===== config.mk =====
export PLATFORM = sky130hd
export DESIGN_NAME = animation_frame_sequencer_top
export DESIGN_NICKNAME = d
export VERILOG_FILES = /design/src/design/afs_pkg.sv /design/src/design/animation_frame_sequencer_top.sv /design/src/design/afs_alu.sv /design/src/design/afs_frame_mem.sv /design/src/design/afs_seq.sv
export SDC_FILE = /design/constraint.sdc
export NUM_CORES = 2
export LEC_CHECK = 0
export ABC_AREA = 1
export BUFFER_PORTS_ARGS = -buffer_cell sky130_fd_sc_hd__buf_4
export CAP_MARGIN = 20
export CORE_MARGIN = 2
export CORE_UTILIZATION = 55
export DETAILED_ROUTE_END_ITERATION = 12
export PLACE_DENSITY = 0.73
export SYNTH_ARGS = -nofsm -noshare
export SYNTH_HDL_FRONTEND = slang
export SYNTH_HIERARCHICAL = 1
export SYNTH_SLANG_ARGS = --single-unit

===== constraint.sdc =====
create_clock -name i_clk -period 6.3 [get_ports i_clk]
set_input_delay 0.315 -clock i_clk [delete_from_list [all_inputs] [get_ports i_clk]]
set_output_delay 0.315 -clock i_clk [all_outputs]
set_load 0.02 [all_outputs]

===== src/design/afs_pkg.sv =====
// Shared widths, command codes and bundle types of the animation frame sequencer.
`default_nettype none

package afs_pkg;

    // Table and field widths
    localparam int FRAMES  = 64;
    localparam int IDX_W   = $clog2(FRAMES);
    localparam int CNT_W   = $clog2(FRAMES + 1);
    localparam int DUR_W   = 16;
    localparam int PASS_W  = 16;
    localparam int TIME_W  = 32;
    localparam int LOOP_W  = 17;
    localparam int VT_W    = DUR_W + IDX_W;
    localparam int CMD_W   = 3;
    localparam int STEP_W  = $clog2(TIME_W);

    localparam logic [TIME_W-1:0] TIME_MAX = {TIME_W{1'b1}};

    // Command codes
    localparam logic [CMD_W-1:0] CMD_TICK   = CMD_W'(0);
    localparam logic [CMD_W-1:0] CMD_APPEND = CMD_W'(1);
    localparam logic [CMD_W-1:0] CMD_UPDATE = CMD_W'(2);
    localparam logic [CMD_W-1:0] CMD_SET    = CMD_W'(3);
    localparam logic [CMD_W-1:0] CMD_CLEAR  = CMD_W'(4);

    // Shared adder operations
    localparam logic ALU_ADD = 1'b0;
    localparam logic ALU_SUB = 1'b1;

    typedef struct packed {
        logic [DUR_W-1:0] len;
        logic             vis;
    } t_frame;

    typedef struct packed {
        logic             wr_en;
        logic [IDX_W-1:0] wr_addr;
        t_frame           wr_data;
        logic [IDX_W-1:0] rd_addr;
    } t_mem_req;

    typedef struct packed {
        logic              op;
        logic [TIME_W-1:0] a;
        logic [TIME_W-1:0] b;
    } t_alu_req;

    typedef struct packed {
        logic [CMD_W-1:0]  command;
        logic [IDX_W-1:0]  frame_index;
        logic [DUR_W-1:0]  duration;
        logic              visible;
        logic [PASS_W-1:0] time_passed;
    } t_request;

    typedef struct packed {
        logic             accepted;
        logic [IDX_W-1:0] current_frame;
        logic             frame_shown;
        logic [IDX_W-1:0] slot_index;
    } t_result;

endpackage

`default_nettype wire


===== src/design/animation_frame_sequencer_top.sv =====
// Animation frame sequencer top: handshakes, loop-limit register and output register.
// A tick checks up to 63 other table entries for each frame advance and may fold the time by a remainder.
// One request at a time: ready drops at acceptance until the result moves to the output.
// Synchronous active-low reset empties the table state and sets the loop limit to endless.
`default_nettype none

module animation_frame_sequencer_top (
    input  logic                              i_clk,
    input  logic                              i_rst_n,
    input  logic                              i_in_valid,
    output logic                              o_in_ready,
    input  logic [afs_pkg::CMD_W-1:0]         i_command,
    input  logic [afs_pkg::IDX_W-1:0]         i_frame_index,
    input  logic [afs_pkg::DUR_W-1:0]         i_duration,
    input  logic                              i_visible,
    input  logic [afs_pkg::PASS_W-1:0]        i_time_passed,
    output logic                              o_out_valid,
    input  logic                              i_out_ready,
    output logic                              o_accepted,
    output logic [afs_pkg::IDX_W-1:0]         o_current_frame,
    output logic                              o_frame_shown,
    output logic [afs_pkg::IDX_W-1:0]         o_slot_index,
    input  logic                              i_cfg_valid,
    output logic                              o_cfg_ready,
    input  logic signed [afs_pkg::LOOP_W-1:0] i_cfg_data
);
    import afs_pkg::*;

    logic signed [LOOP_W-1:0] r_max_loops;
    logic                     r_out_valid;
    t_result                  r_out;

    t_request          req;
    t_result           seq_result;
    t_alu_req          alu_req;
    logic [TIME_W:0]   alu_res;
    t_mem_req          mem_req;
    t_frame            rd_data;
    logic              seq_idle;
    logic              seq_res_valid;
    logic              res_take;
    logic              start;

    assign req        = {i_command, i_frame_index, i_duration, i_visible, i_time_passed};
    assign o_in_ready = seq_idle;
    assign start      = i_in_valid && seq_idle;
    assign res_take   = seq_res_valid && (!r_out_valid || i_out_ready);
    assign o_cfg_ready = 1'b1;

    // Hold the loop limit
    always_ff @(posedge i_clk) begin
        if (!i_rst_n) begin
            r_max_loops <= '1;
        end else if (i_cfg_valid) begin
            r_max_loops <= i_cfg_data;
        end
    end

    // Output register: load a finished result, drop it once taken
    always_ff @(posedge i_clk) begin
        if (!i_rst_n) begin
            r_out_valid <= 1'b0;
        end else if (res_take) begin
            r_out_valid <= 1'b1;
        end else if (i_out_ready) begin
            r_out_valid <= 1'b0;
        end
    end

    always_ff @(posedge i_clk) begin
        if (res_take) begin
            r_out <= seq_result;
        end
    end

    assign o_out_valid     = r_out_valid;
    assign o_accepted      = r_out.accepted;
    assign o_current_frame = r_out.current_frame;
    assign o_frame_shown   = r_out.frame_shown;
    assign o_slot_index    = r_out.slot_index;

    afs_alu u_alu (
        .i_req (alu_req),
        .o_res (alu_res)
    );

    afs_frame_mem u_mem (
        .i_clk     (i_clk),
        .i_req     (mem_req),
        .o_rd_data (rd_data)
    );

    afs_seq u_seq (
        .i_clk       (i_clk),
        .i_rst_n     (i_rst_n),
        .i_start     (start),
        .i_req       (req),
        .i_max_loops (r_max_loops),
        .o_idle      (seq_idle),
        .o_res_valid (seq_res_valid),
        .i_res_take  (res_take),
        .o_result    (seq_result),
        .o_alu       (alu_req),
        .i_alu_res   (alu_res),
        .o_mem       (mem_req),
        .i_rd_data   (rd_data)
    );

endmodule

`default_nettype wire


===== src/design/afs_alu.sv =====
// Shared add/subtract unit with carry-out (borrow on subtract).
`default_nettype none

module afs_alu (
    input  afs_pkg::t_alu_req          i_req,
    output logic [afs_pkg::TIME_W:0]   o_res
);
    import afs_pkg::*;

    // Add or subtract one extended word; the top bit is carry or borrow
    always_comb begin
        unique case (i_req.op)
            ALU_ADD: o_res = {1'b0, i_req.a} + {1'b0, i_req.b};
            ALU_SUB: o_res = {1'b0, i_req.a} - {1'b0, i_req.b};
            default: o_res = '0;
        endcase
    end

endmodule

`default_nettype wire


===== src/design/afs_frame_mem.sv =====
// Frame table memory: one write port, one registered read port.
`default_nettype none

module afs_frame_mem (
    input  logic              i_clk,
    input  afs_pkg::t_mem_req i_req,
    output afs_pkg::t_frame   o_rd_data
);
    import afs_pkg::*;

    t_frame r_mem [FRAMES];
    t_frame r_rd_data;

    // Write one entry
    always_ff @(posedge i_clk) begin
        if (i_req.wr_en) begin
            r_mem[i_req.wr_addr] <= i_req.wr_data;
        end
    end

    // Register the read data
    always_ff @(posedge i_clk) begin
        r_rd_data <= r_mem[i_req.rd_addr];
    end

    assign o_rd_data = r_rd_data;

endmodule

`default_nettype wire


===== src/design/afs_seq.sv =====
// Command sequencer: table bookkeeping, frame scan, stepping and modulo over the shared adder.
`default_nettype none

module afs_seq (
    input  logic                              i_clk,
    input  logic                              i_rst_n,
    input  logic                              i_start,
    input  afs_pkg::t_request                 i_req,
    input  logic signed [afs_pkg::LOOP_W-1:0] i_max_loops,
    output logic                              o_idle,
    output logic                              o_res_valid,
    input  logic                              i_res_take,
    output afs_pkg::t_result                  o_result,
    output afs_pkg::t_alu_req                 o_alu,
    input  logic [afs_pkg::TIME_W:0]          i_alu_res,
    output afs_pkg::t_mem_req                 o_mem,
    input  afs_pkg::t_frame                   i_rd_data
);
    import afs_pkg::*;

    localparam logic [3:0] S_IDLE     = 4'd0;
    localparam logic [3:0] S_UPD_SUB  = 4'd1;
    localparam logic [3:0] S_UPD_ADD  = 4'd2;
    localparam logic [3:0] S_SET_CHK  = 4'd3;
    localparam logic [3:0] S_TICK_RD  = 4'd4;
    localparam logic [3:0] S_ADV      = 4'd5;
    localparam logic [3:0] S_SCAN     = 4'd6;
    localparam logic [3:0] S_LOOP_CMP = 4'd7;
    localparam logic [3:0] S_MOD_CHK  = 4'd8;
    localparam logic [3:0] S_MOD_DEC  = 4'd9;
    localparam logic [3:0] S_MOD_STEP = 4'd10;
    localparam logic [3:0] S_MOD_FIN  = 4'd11;
    localparam logic [3:0] S_DONE     = 4'd12;

    logic [3:0]        r_state,   n_state;
    t_request          r_req,     n_req;
    logic [CNT_W-1:0]  r_fiu,     n_fiu;
    logic [IDX_W-1:0]  r_active,  n_active;
    logic [TIME_W-1:0] r_time,    n_time;
    logic [LOOP_W-1:0] r_loops,   n_loops;
    logic [VT_W-1:0]   r_vtotal,  n_vtotal;
    logic [DUR_W-1:0]  r_cur_len, n_cur_len;
    logic              r_cur_vis, n_cur_vis;
    logic [IDX_W-1:0]  r_cand,    n_cand;
    logic [CNT_W-1:0]  r_pos,     n_pos;
    logic              r_prelude, n_prelude;
    logic              r_incd,    n_incd;
    logic              r_ret_done, n_ret_done;
    logic [VT_W-1:0]   r_div,     n_div;
    logic [VT_W-1:0]   r_rem,     n_rem;
    logic [STEP_W-1:0] r_step,    n_step;
    logic              r_acc,     n_acc;
    logic              r_shown,   n_shown;
    logic [IDX_W-1:0]  r_slot,    n_slot;

    logic              c_counted;
    logic              c_static;
    logic [LOOP_W-1:0] c_max_u;
    logic [LOOP_W-1:0] c_loop_inc;
    logic              c_borrow;
    logic              c_nonzero;
    logic              c_first_wrap;
    logic [IDX_W-1:0]  c_first_cand;
    logic              c_next_wrap;
    logic [IDX_W-1:0]  c_next_cand;
    logic              c_last;
    logic              c_idx_ok;
    logic              c_upd_ok;
    logic [VT_W:0]     c_rem_shift;

    // Decode loop mode and scan neighbors
    always_comb begin
        c_counted    = !i_max_loops[LOOP_W-1] && (i_max_loops != '0);
        c_static     = (i_max_loops == '0) || (r_vtotal == '0);
        c_max_u      = i_max_loops[LOOP_W-1:0];
        c_loop_inc   = r_loops + LOOP_W'(1);
        c_borrow     = i_alu_res[TIME_W];
        c_nonzero    = |i_alu_res[TIME_W-1:0];
        c_first_wrap = (CNT_W'(r_active) + CNT_W'(1)) == r_fiu;
        c_first_cand = c_first_wrap ? '0 : r_active + IDX_W'(1);
        c_next_wrap  = (CNT_W'(r_cand) + CNT_W'(1)) == r_fiu;
        c_next_cand  = c_next_wrap ? '0 : r_cand + IDX_W'(1);
        c_last       = r_pos == (r_fiu - CNT_W'(1));
        c_idx_ok     = CNT_W'(i_req.frame_index) < r_fiu;
        c_upd_ok     = r_fiu < CNT_W'(FRAMES);
        c_rem_shift  = {r_rem, r_time[TIME_W-1]};
    end

    // Drive the shared adder and the table ports
    always_comb begin
        o_alu.op        = ALU_ADD;
        o_alu.a         = r_time;
        o_alu.b         = '0;
        o_mem.wr_en     = 1'b0;
        o_mem.wr_addr   = r_fiu[IDX_W-1:0];
        o_mem.wr_data   = {i_req.duration, i_req.visible};
        o_mem.rd_addr   = r_cand;
        unique case (r_state)
            S_IDLE: begin
                o_alu.a = TIME_W'(r_vtotal);
                o_alu.b = i_req.visible ? TIME_W'(i_req.duration) : '0;
                o_mem.rd_addr = (i_req.command == CMD_TICK) ? r_active : i_req.frame_index;
                o_mem.wr_en = i_start && (i_req.command == CMD_APPEND) && c_upd_ok;
            end
            S_UPD_SUB: begin
                o_alu.op = ALU_SUB;
                o_alu.a  = TIME_W'(r_vtotal);
                o_alu.b  = i_rd_data.vis ? TIME_W'(i_rd_data.len) : '0;
            end
            S_UPD_ADD: begin
                o_alu.a       = TIME_W'(r_vtotal);
                o_alu.b       = r_req.visible ? TIME_W'(r_req.duration) : '0;
                o_mem.wr_en   = 1'b1;
                o_mem.wr_addr = r_req.frame_index;
                o_mem.wr_data = {r_req.duration, r_req.visible};
            end
            S_TICK_RD: begin
                o_alu.b = TIME_W'(r_req.time_passed);
            end
            S_ADV: begin
                o_mem.rd_addr = c_first_cand;
            end
            S_SCAN: begin
                o_mem.rd_addr = c_next_cand;
            end
            S_LOOP_CMP: begin
                o_alu.op = ALU_SUB;
                o_alu.b  = TIME_W'(r_cur_len);
            end
            S_MOD_CHK: begin
                o_alu.op = ALU_SUB;
                o_alu.a  = TIME_W'(r_div);
                o_alu.b  = r_time;
            end
            S_MOD_DEC: begin
                o_alu.op = ALU_SUB;
                o_alu.b  = TIME_W'(1);
            end
            S_MOD_STEP: begin
                o_alu.op = ALU_SUB;
                o_alu.a  = TIME_W'(c_rem_shift);
                o_alu.b  = TIME_W'(r_div);
            end
            S_MOD_FIN: begin
                o_alu.a = TIME_W'(r_rem);
                o_alu.b = TIME_W'(1);
            end
            default: ;
        endcase
    end

    // Next-state and datapath updates
    always_comb begin
        logic adv_fail;
        logic adv_fallback;
        logic adv_found;

        adv_fail     = 1'b0;
        adv_fallback = 1'b0;
        adv_found    = 1'b0;
        n_state    = r_state;
        n_req      = r_req;
        n_fiu      = r_fiu;
        n_active   = r_active;
        n_time     = r_time;
        n_loops    = r_loops;
        n_vtotal   = r_vtotal;
        n_cur_len  = r_cur_len;
        n_cur_vis  = r_cur_vis;
        n_cand     = r_cand;
        n_pos      = r_pos;
        n_prelude  = r_prelude;
        n_incd     = r_incd;
        n_ret_done = r_ret_done;
        n_div      = r_div;
        n_rem      = r_rem;
        n_step     = r_step;
        n_acc      = r_acc;
        n_shown    = r_shown;
        n_slot     = r_slot;

        unique case (r_state)
            // Take a request and do the append and clear commands at once
            S_IDLE: begin
                if (i_start) begin
                    n_req   = i_req;
                    n_acc   = 1'b0;
                    n_shown = 1'b0;
                    n_slot  = '0;
                    n_state = S_DONE;
                    unique case (i_req.command)
                        CMD_TICK: begin
                            n_acc   = 1'b1;
                            n_state = S_TICK_RD;
                        end
                        CMD_APPEND: begin
                            if (c_upd_ok) begin
                                n_acc    = 1'b1;
                                n_slot   = r_fiu[IDX_W-1:0];
                                n_fiu    = r_fiu + CNT_W'(1);
                                n_vtotal = i_alu_res[VT_W-1:0];
                            end
                        end
                        CMD_UPDATE: begin
                            if (c_idx_ok) begin
                                n_state = S_UPD_SUB;
                            end
                        end
                        CMD_SET: begin
                            if (c_idx_ok) begin
                                n_state = S_SET_CHK;
                            end
                        end
                        CMD_CLEAR: begin
                            n_acc    = 1'b1;
                            n_fiu    = '0;
                            n_active = '0;
                            n_time   = '0;
                            n_loops  = '0;
                            n_vtotal = '0;
                        end
                        default: ;
                    endcase
                end
            end
            // Drop the old entry from the visible sum
            S_UPD_SUB: begin
                n_vtotal = i_alu_res[VT_W-1:0];
                n_state  = S_UPD_ADD;
            end
            // Add the new entry and rewrite it
            S_UPD_ADD: begin
                n_vtotal = i_alu_res[VT_W-1:0];
                n_acc    = 1'b1;
                n_state  = S_DONE;
            end
            // Select a visible frame only
            S_SET_CHK: begin
                if (i_rd_data.vis) begin
                    n_active = r_req.frame_index;
                    n_time   = '0;
                    n_acc    = 1'b1;
                end
                n_state = S_DONE;
            end
            // Load the current frame and accumulate time
            S_TICK_RD: begin
                n_cur_len = i_rd_data.len;
                n_cur_vis = i_rd_data.vis;
                n_prelude = 1'b0;
                if (c_static) begin
                    n_shown = (r_fiu != '0) && i_rd_data.vis;
                    n_state = S_DONE;
                end else begin
                    n_time = c_borrow ? TIME_MAX : i_alu_res[TIME_W-1:0];
                    if (!i_rd_data.vis) begin
                        n_prelude = 1'b1;
                        n_state   = S_ADV;
                    end else if (c_counted) begin
                        n_state = S_LOOP_CMP;
                    end else begin
                        n_div      = r_vtotal;
                        n_ret_done = 1'b0;
                        n_state    = S_MOD_CHK;
                    end
                end
            end
            // Start a search for the next visible frame
            S_ADV: begin
                n_incd = 1'b0;
                if (c_counted && (r_loops > c_max_u)) begin
                    adv_fail = 1'b1;
                end else if (r_fiu == CNT_W'(1)) begin
                    adv_fallback = 1'b1;
                end else begin
                    n_cand  = c_first_cand;
                    n_pos   = CNT_W'(1);
                    n_state = S_SCAN;
                    if (c_first_wrap && c_counted) begin
                        n_loops = c_loop_inc;
                        n_incd  = 1'b1;
                        if (c_loop_inc > c_max_u) begin
                            adv_fail = 1'b1;
                        end
                    end
                end
            end
            // Check one candidate per cycle, counting wraps
            S_SCAN: begin
                if (i_rd_data.vis) begin
                    adv_found = 1'b1;
                end else if (c_last) begin
                    adv_fallback = 1'b1;
                end else begin
                    n_cand = c_next_cand;
                    n_pos  = r_pos + CNT_W'(1);
                    if (c_next_wrap && c_counted) begin
                        n_loops = c_loop_inc;
                        n_incd  = 1'b1;
                        if (c_loop_inc > c_max_u) begin
                            adv_fail = 1'b1;
                        end
                    end
                end
            end
            // Step past a frame whose duration is used up
            S_LOOP_CMP: begin
                if (!c_borrow && c_nonzero) begin
                    n_time  = i_alu_res[TIME_W-1:0];
                    n_state = S_ADV;
                end else begin
                    n_shown = r_cur_vis;
                    n_state = S_DONE;
                end
            end
            // Reduce only when time exceeds the divisor
            S_MOD_CHK: begin
                if (c_borrow) begin
                    n_state = S_MOD_DEC;
                end else if (r_ret_done) begin
                    n_shown = r_cur_vis;
                    n_state = S_DONE;
                end else begin
                    n_state = S_LOOP_CMP;
                end
            end
            S_MOD_DEC: begin
                n_time  = i_alu_res[TIME_W-1:0];
                n_rem   = '0;
                n_step  = '0;
                n_state = S_MOD_STEP;
            end
            // Restoring remainder, one dividend bit a cycle
            S_MOD_STEP: begin
                n_rem  = c_borrow ? c_rem_shift[VT_W-1:0] : i_alu_res[VT_W-1:0];
                n_time = {r_time[TIME_W-2:0], 1'b0};
                n_step = r_step + STEP_W'(1);
                if (r_step == STEP_W'(TIME_W - 1)) begin
                    n_state = S_MOD_FIN;
                end
            end
            S_MOD_FIN: begin
                n_time = i_alu_res[TIME_W-1:0];
                if (r_ret_done) begin
                    n_shown = r_cur_vis;
                    n_state = S_DONE;
                end else begin
                    n_state = S_LOOP_CMP;
                end
            end
            // Hold the result until the output side takes it
            S_DONE: begin
                if (i_res_take) begin
                    n_state = S_IDLE;
                end
            end
            default: n_state = S_IDLE;
        endcase

        // Resolve the outcome of a frame search
        if (adv_fail || (adv_fallback && !r_cur_vis)) begin
            if (r_prelude) begin
                n_time = '0;
            end
            n_shown = r_cur_vis;
            n_state = S_DONE;
        end else if (adv_fallback) begin
            if ((r_state == S_SCAN) && r_incd) begin
                n_state = S_LOOP_CMP;
            end else begin
                // Only this frame is visible and no wrap counts: fold the rest at once
                n_div      = VT_W'(r_cur_len);
                n_ret_done = 1'b1;
                n_state    = S_MOD_CHK;
            end
        end else if (adv_found) begin
            n_active  = r_cand;
            n_cur_len = i_rd_data.len;
            n_cur_vis = 1'b1;
            if (r_prelude) begin
                n_prelude = 1'b0;
                n_time    = TIME_W'(r_req.time_passed);
                if (c_counted) begin
                    n_state = S_LOOP_CMP;
                end else begin
                    n_div      = r_vtotal;
                    n_ret_done = 1'b0;
                    n_state    = S_MOD_CHK;
                end
            end else begin
                n_state = S_LOOP_CMP;
            end
        end
    end

    // Control state
    always_ff @(posedge i_clk) begin
        if (!i_rst_n) begin
            r_state  <= S_IDLE;
            r_fiu    <= '0;
            r_active <= '0;
            r_time   <= '0;
            r_loops  <= '0;
            r_vtotal <= '0;
        end else begin
            r_state  <= n_state;
            r_fiu    <= n_fiu;
            r_active <= n_active;
            r_time   <= n_time;
            r_loops  <= n_loops;
            r_vtotal <= n_vtotal;
        end
    end

    // Working registers
    always_ff @(posedge i_clk) begin
        r_req      <= n_req;
        r_cur_len  <= n_cur_len;
        r_cur_vis  <= n_cur_vis;
        r_cand     <= n_cand;
        r_pos      <= n_pos;
        r_prelude  <= n_prelude;
        r_incd     <= n_incd;
        r_ret_done <= n_ret_done;
        r_div      <= n_div;
        r_rem      <= n_rem;
        r_step     <= n_step;
        r_acc      <= n_acc;
        r_shown    <= n_shown;
        r_slot     <= n_slot;
    end

    assign o_idle      = r_state == S_IDLE;
    assign o_res_valid = r_state == S_DONE;
    assign o_result    = {r_acc, r_active, r_shown, r_slot};

    ap_active_in_table: assert property (@(posedge i_clk) disable iff (!i_rst_n)
        ((r_fiu == '0) && (r_active == '0)) || (CNT_W'(r_active) < r_fiu))
        else $error("current frame outside the table");

    ap_fill_bound: assert property (@(posedge i_clk) disable iff (!i_rst_n)
        r_fiu <= CNT_W'(FRAMES))
        else $error("frame count beyond table size");

    ap_rem_below_div: assert property (@(posedge i_clk) disable iff (!i_rst_n)
        (r_state == S_MOD_STEP) |-> (r_rem < r_div))
        else $error("partial remainder not below divisor");

    ap_scan_pos: assert property (@(posedge i_clk) disable iff (!i_rst_n)
        (r_state == S_SCAN) |-> ((r_pos != '0) && (r_pos < r_fiu)))
        else $error("scan position outside candidate range");

    ap_start_leaves_idle: assert property (@(posedge i_clk) disable iff (!i_rst_n)
        i_start |=> (r_state != S_IDLE))
        else $error("request taken but sequencer stayed idle");

endmodule

`default_nettype wire

==> metrics.md <==
| Metric | Value |
|---|---|
| Outcome | finished clean |
| Combinational power share | a little over half |
| Number of routed nets with antenna violations | 0 |
| Max-cap violations | 0 |
| Hold EP | r_max_loops[8] |
| Multi-input logic area | between 20000 and 25000 µm² |
| Layout cell share with drive strength beyond 1 | a little under a tenth |
| H-tree levels | 4 |
| Via/cell ratio | between 5 and 6 |
| Clk_lat worst skew | roughly 770 ps |
| Gpl congestion | 1.02 |
| CTS max path bufs | 3 |
| Final #Nets | between 7000 and 8000 |
| Crit end category | flip-flop |
| Worst Skew | about 40 ps |
| Cells on Worst Hold Path | 4 |
| Flop pwr share | a little over a quarter |
| Fillers | ~9200 |
| Number of global-route vias before repair | approximately 47000 |
| CP max-delay cell | ha_1 |
| RR Endpoint | u_seq/r_time[18] |
| IO Count | between 80 and 90 |
| Final Routed Wirelength | ~190 mm |
| Sequential Area | approximately 39000 µm² |
| Sw frac | approximately 47% |
| Seq/Total Area, Yosys | approximately three fifths |
| Leading post-synthesis cells by cell area | edfxtp_1 56%, nand2_1 14%, nand3_1 8.4% |
| Top_reg_cell synth | edfxtp_1 |
| Clock slew at reported path FFs | roughly 70 ps |
| Slew Limit Fails | 0 |
| Worst Min Path Start | i_cfg_valid |
| Starting density of the core | approximately 56% |
| Lkg Pwr | ~0.029 µW |
| Max Clk Rate | 166 MHz |
| Initial drt markers | 6699 |
| Post-synth EDFFs | 1190 |
| Die H | between 300 and 400 µm |
| # port buffers | 79 |
| Syn_area_per_cell | between 9 and 10 µm² |
| Worst R2R Path Depth | 40 |
| Largest net degree at the start of global routing | 217 |
| VDD IR max | approximately 0.00066 V |
| Final hold slack | 57.7 ps |
| Die W | ~340 µm |
| Worst EP required | just under 7000 ps |
| Distinct cell type count after synthesis | 57 |
| DR WL/cell | 22.1 µm |
| Rows | ~120 |
| Clock Sinks | between 1000 and 1500 |
| Hpwl dp | roughly 120 mm |
| First drt pass iteration count | 7 |
| Top-area cell type share of the netlist area | 56.0% |
| Largest stage delay, worst path | between 400 and 500 ps |
| Post-place setup slack | between 200 and 250 ps |
| Initial antenna violation count | 1 |
| Crit share post-route | 95.7% |
| Hold Crit Class | in2reg |
| DRC Markers | 0 |
| Asr flop ratio synth | 0% |
| Clock Tree Root | clkbuf_16 |
| Die Footprint | between 100000 and 150000 µm² |
| Vias | 50600 |
| Critical path type | reg2reg |
| Flop-to-flop setup slack | between 200 and 300 ps |
| Worst-Margin Slew | approximately 1400 ps |
| Final hold vios | 0 |
| Synth Cell Area | between 60000 and 70000 µm² |
| Syn Nets | approximately 6900 |
| Crit-path most repeated cell | nand2_1 |
| Syn-to-layout area delta | 12.5% |
| Slew headroom | under 10% |
| First-pass GRT wire length | ~280 mm |
| Power per cell area | ~560 nW/µm² |
| Startpoint class of the critical path | flip-flop |
| Reg-to-Reg Start | u_seq/r_state[3] |
| CTS tree | yes |
| Grt ovf | 0 |
| Post-route worst setup slack | between 200 and 300 ps |
| Top fanout value on the critical path | 18 |
| Int Pwr | around 21000 µW |
| Mapped Cells | between 6000 and 7000 |
| Period minus WS final | roughly 6000 ps |
| Yosys top cell by area | edfxtp_1 |
| Sw power | 19100 µW |
| Core area | around 110000 µm² |
| Clock Power Share | between 15 and 20% |
| GRT Util Overall | around a third |
| Final setup violation count | 0 |
| Crit path DAT | 6670 ps |
| CTS Buf Count | 140 |
| Total power | roughly 40000 µW |
| Synthesis Warnings | 6 |
| #FFs+latches synth | ~1400 |
-- sequential cells by signal (all words and copies together), names as in the netlist, 5 cells and up --
register         flops
u_mem/o_rd_data     17
u_seq/r_cur_len     16
u_seq/r_loops       17
o_slot_index         6
u_seq/r_pos          7
u_mem/r_mem       1088
u_seq/r_slot         6
u_seq/r_req         39
u_seq/r_step         5
u_seq/r_cand         6
u_seq/r_time        32
u_seq/r_active       6
u_seq/r_div         22
u_seq/r_vtotal      22
u_seq/r_rem         22
r_max_loops         17
o_current_frame      6
u_seq/r_fiu          7
-- area by class of cell --
class | instances | share of cell area, %
diodes | 1 | 0.00349
clock buffers | 173 | 5.10
clock inverters | 75 | 1.02
inverters | 450 | 2.40
multi-input cells | 4620 | 30.3
flip-flops and latches | 1354 | 54.3
well taps | 1512 | 2.63
repair buffers | 345 | 4.20
-- worst max path at each step --
stage | depth (start not counted) | endpoint | start | slack, ps
finish | 40 | u_seq/r_time[18] | u_seq/r_state[3] | 270
global route | 39 | u_seq/r_time[18] | u_seq/r_state[2] | -0.7
CTS | 37 | u_seq/r_time[18] | u_seq/r_state[2] | 150
detailed placement | 38 | u_seq/r_time[18] | u_seq/r_state[2] | 200
global placement | 33 | u_seq/r_time[19] | u_seq/r_state[2] | 240
floorplan | 15 | u_mem/r_mem[55][0] | u_seq/r_state[3] | 410
-- critical path: cells and delay by family, from the launching register on --
family                     cells  cell delay (ps)
adders and majority gates      1              420
buffers and inverters          6             1040
DFF                            1              400
AOI/OAI and AO/OA              9             1350
and+or+nand+nor               24             2670
-- repair_timing --
item / CTS / global route
endpoints found under the setup margin: 0 / 38
gates resized for setup: 0 / 31
setup buffers: 0 / 8
endpoints found under the hold margin: 58 / 0
hold buffers: 76 / 0
-- power groups by stage --
stage                     Combinational [µW]  Clock, µW  Sequential (µW)
after floorplan                        13800          0            11000
after detailed placement               20600          0            11100
after global routing                   23100       8460            10900
after global placement                 20500          0            11100
final                                  21300       8020            10900
after CTS                              20800       8100            10900
-- metal layers --
metal | up-vias | GRT usage, % | routed length (µm)
met4 | 2 | 14.4 | 8780
met1 | 24000 | 42.1 | 73300
met2 | 2849 | 50.0 | 87000
met5 | - | 0.401 | 63
li1 | 23200 | - | -
met3 | 521 | 5.74 | 19400
-- Yosys cell counts (2+ instances only) --
cell type and count:
or2_2 12, nand2_4 3, o21ai_1 13, nor3_1 43, xnor2_1 15, nand2_1 2341
clkbuf_1 102, nand4_1 44, a211oi_1 11, ha_1 82, inv_1 421, nand3_4 2
a21oi_1 163, nor2_4 7, buf_2 144, o22ai_1 41, mux2_2 8, dfxtp_1 164
nand2_2 27, buf_1 41, nand3_1 1072, o21ai_2 4, nor2_2 13, a221oi_1 37
nand3_2 17, a211o_1 4, nor3b_1 3, buf_4 28, o2111ai_1 31, inv_2 23
clkinv_1 5, o211ai_1 11, nand3b_1 6, nor2_1 395, xor2_1 39, a31oi_1 4
a21o_1 2, buf_6 22, o21ai_0 153, edfxtp_1 1190, or2_0 4
-- through the flow --
step / setup TNS, ps / instances / instance area, µm² / utilization [%]
global route: -0.726 / 8529 / 71800 / 62.6
floorplan: 0 / 6763 / 63800 / -
CTS: 0 / 8517 / 71600 / 62.4
detailed placement: 0 / 8193 / 66400 / 57.9
finish: 0 / 8530 / 71800 / 62.6
global placement: 0 / 8193 / 66400 / 57.9
-- layout by cell type (no fill, tap or decap), types with 44 or more instances in the layout --
cell	instances
buf_4	246
nand3_1	1071
clkbuf_16	141
nand4_1	44
o21ai_0	140
a21oi_1	159
edfxtp_1	1190
dlygate4sd3_1	76
inv_1	418
dfxtp_1	162
nand2_1	2333
ha_1	80
nor2_1	381
-- cell families after synthesis --
family | synth area share, %
buf+inv | 5.40
simple gates | 26.5
fa+ha+maj | 1.64
compound gates | 4.43
mux | 0.141
xor+xnor | 0.741
other cells | 0.00588
flops | 61.1
(Power assumes the default switching activity.)
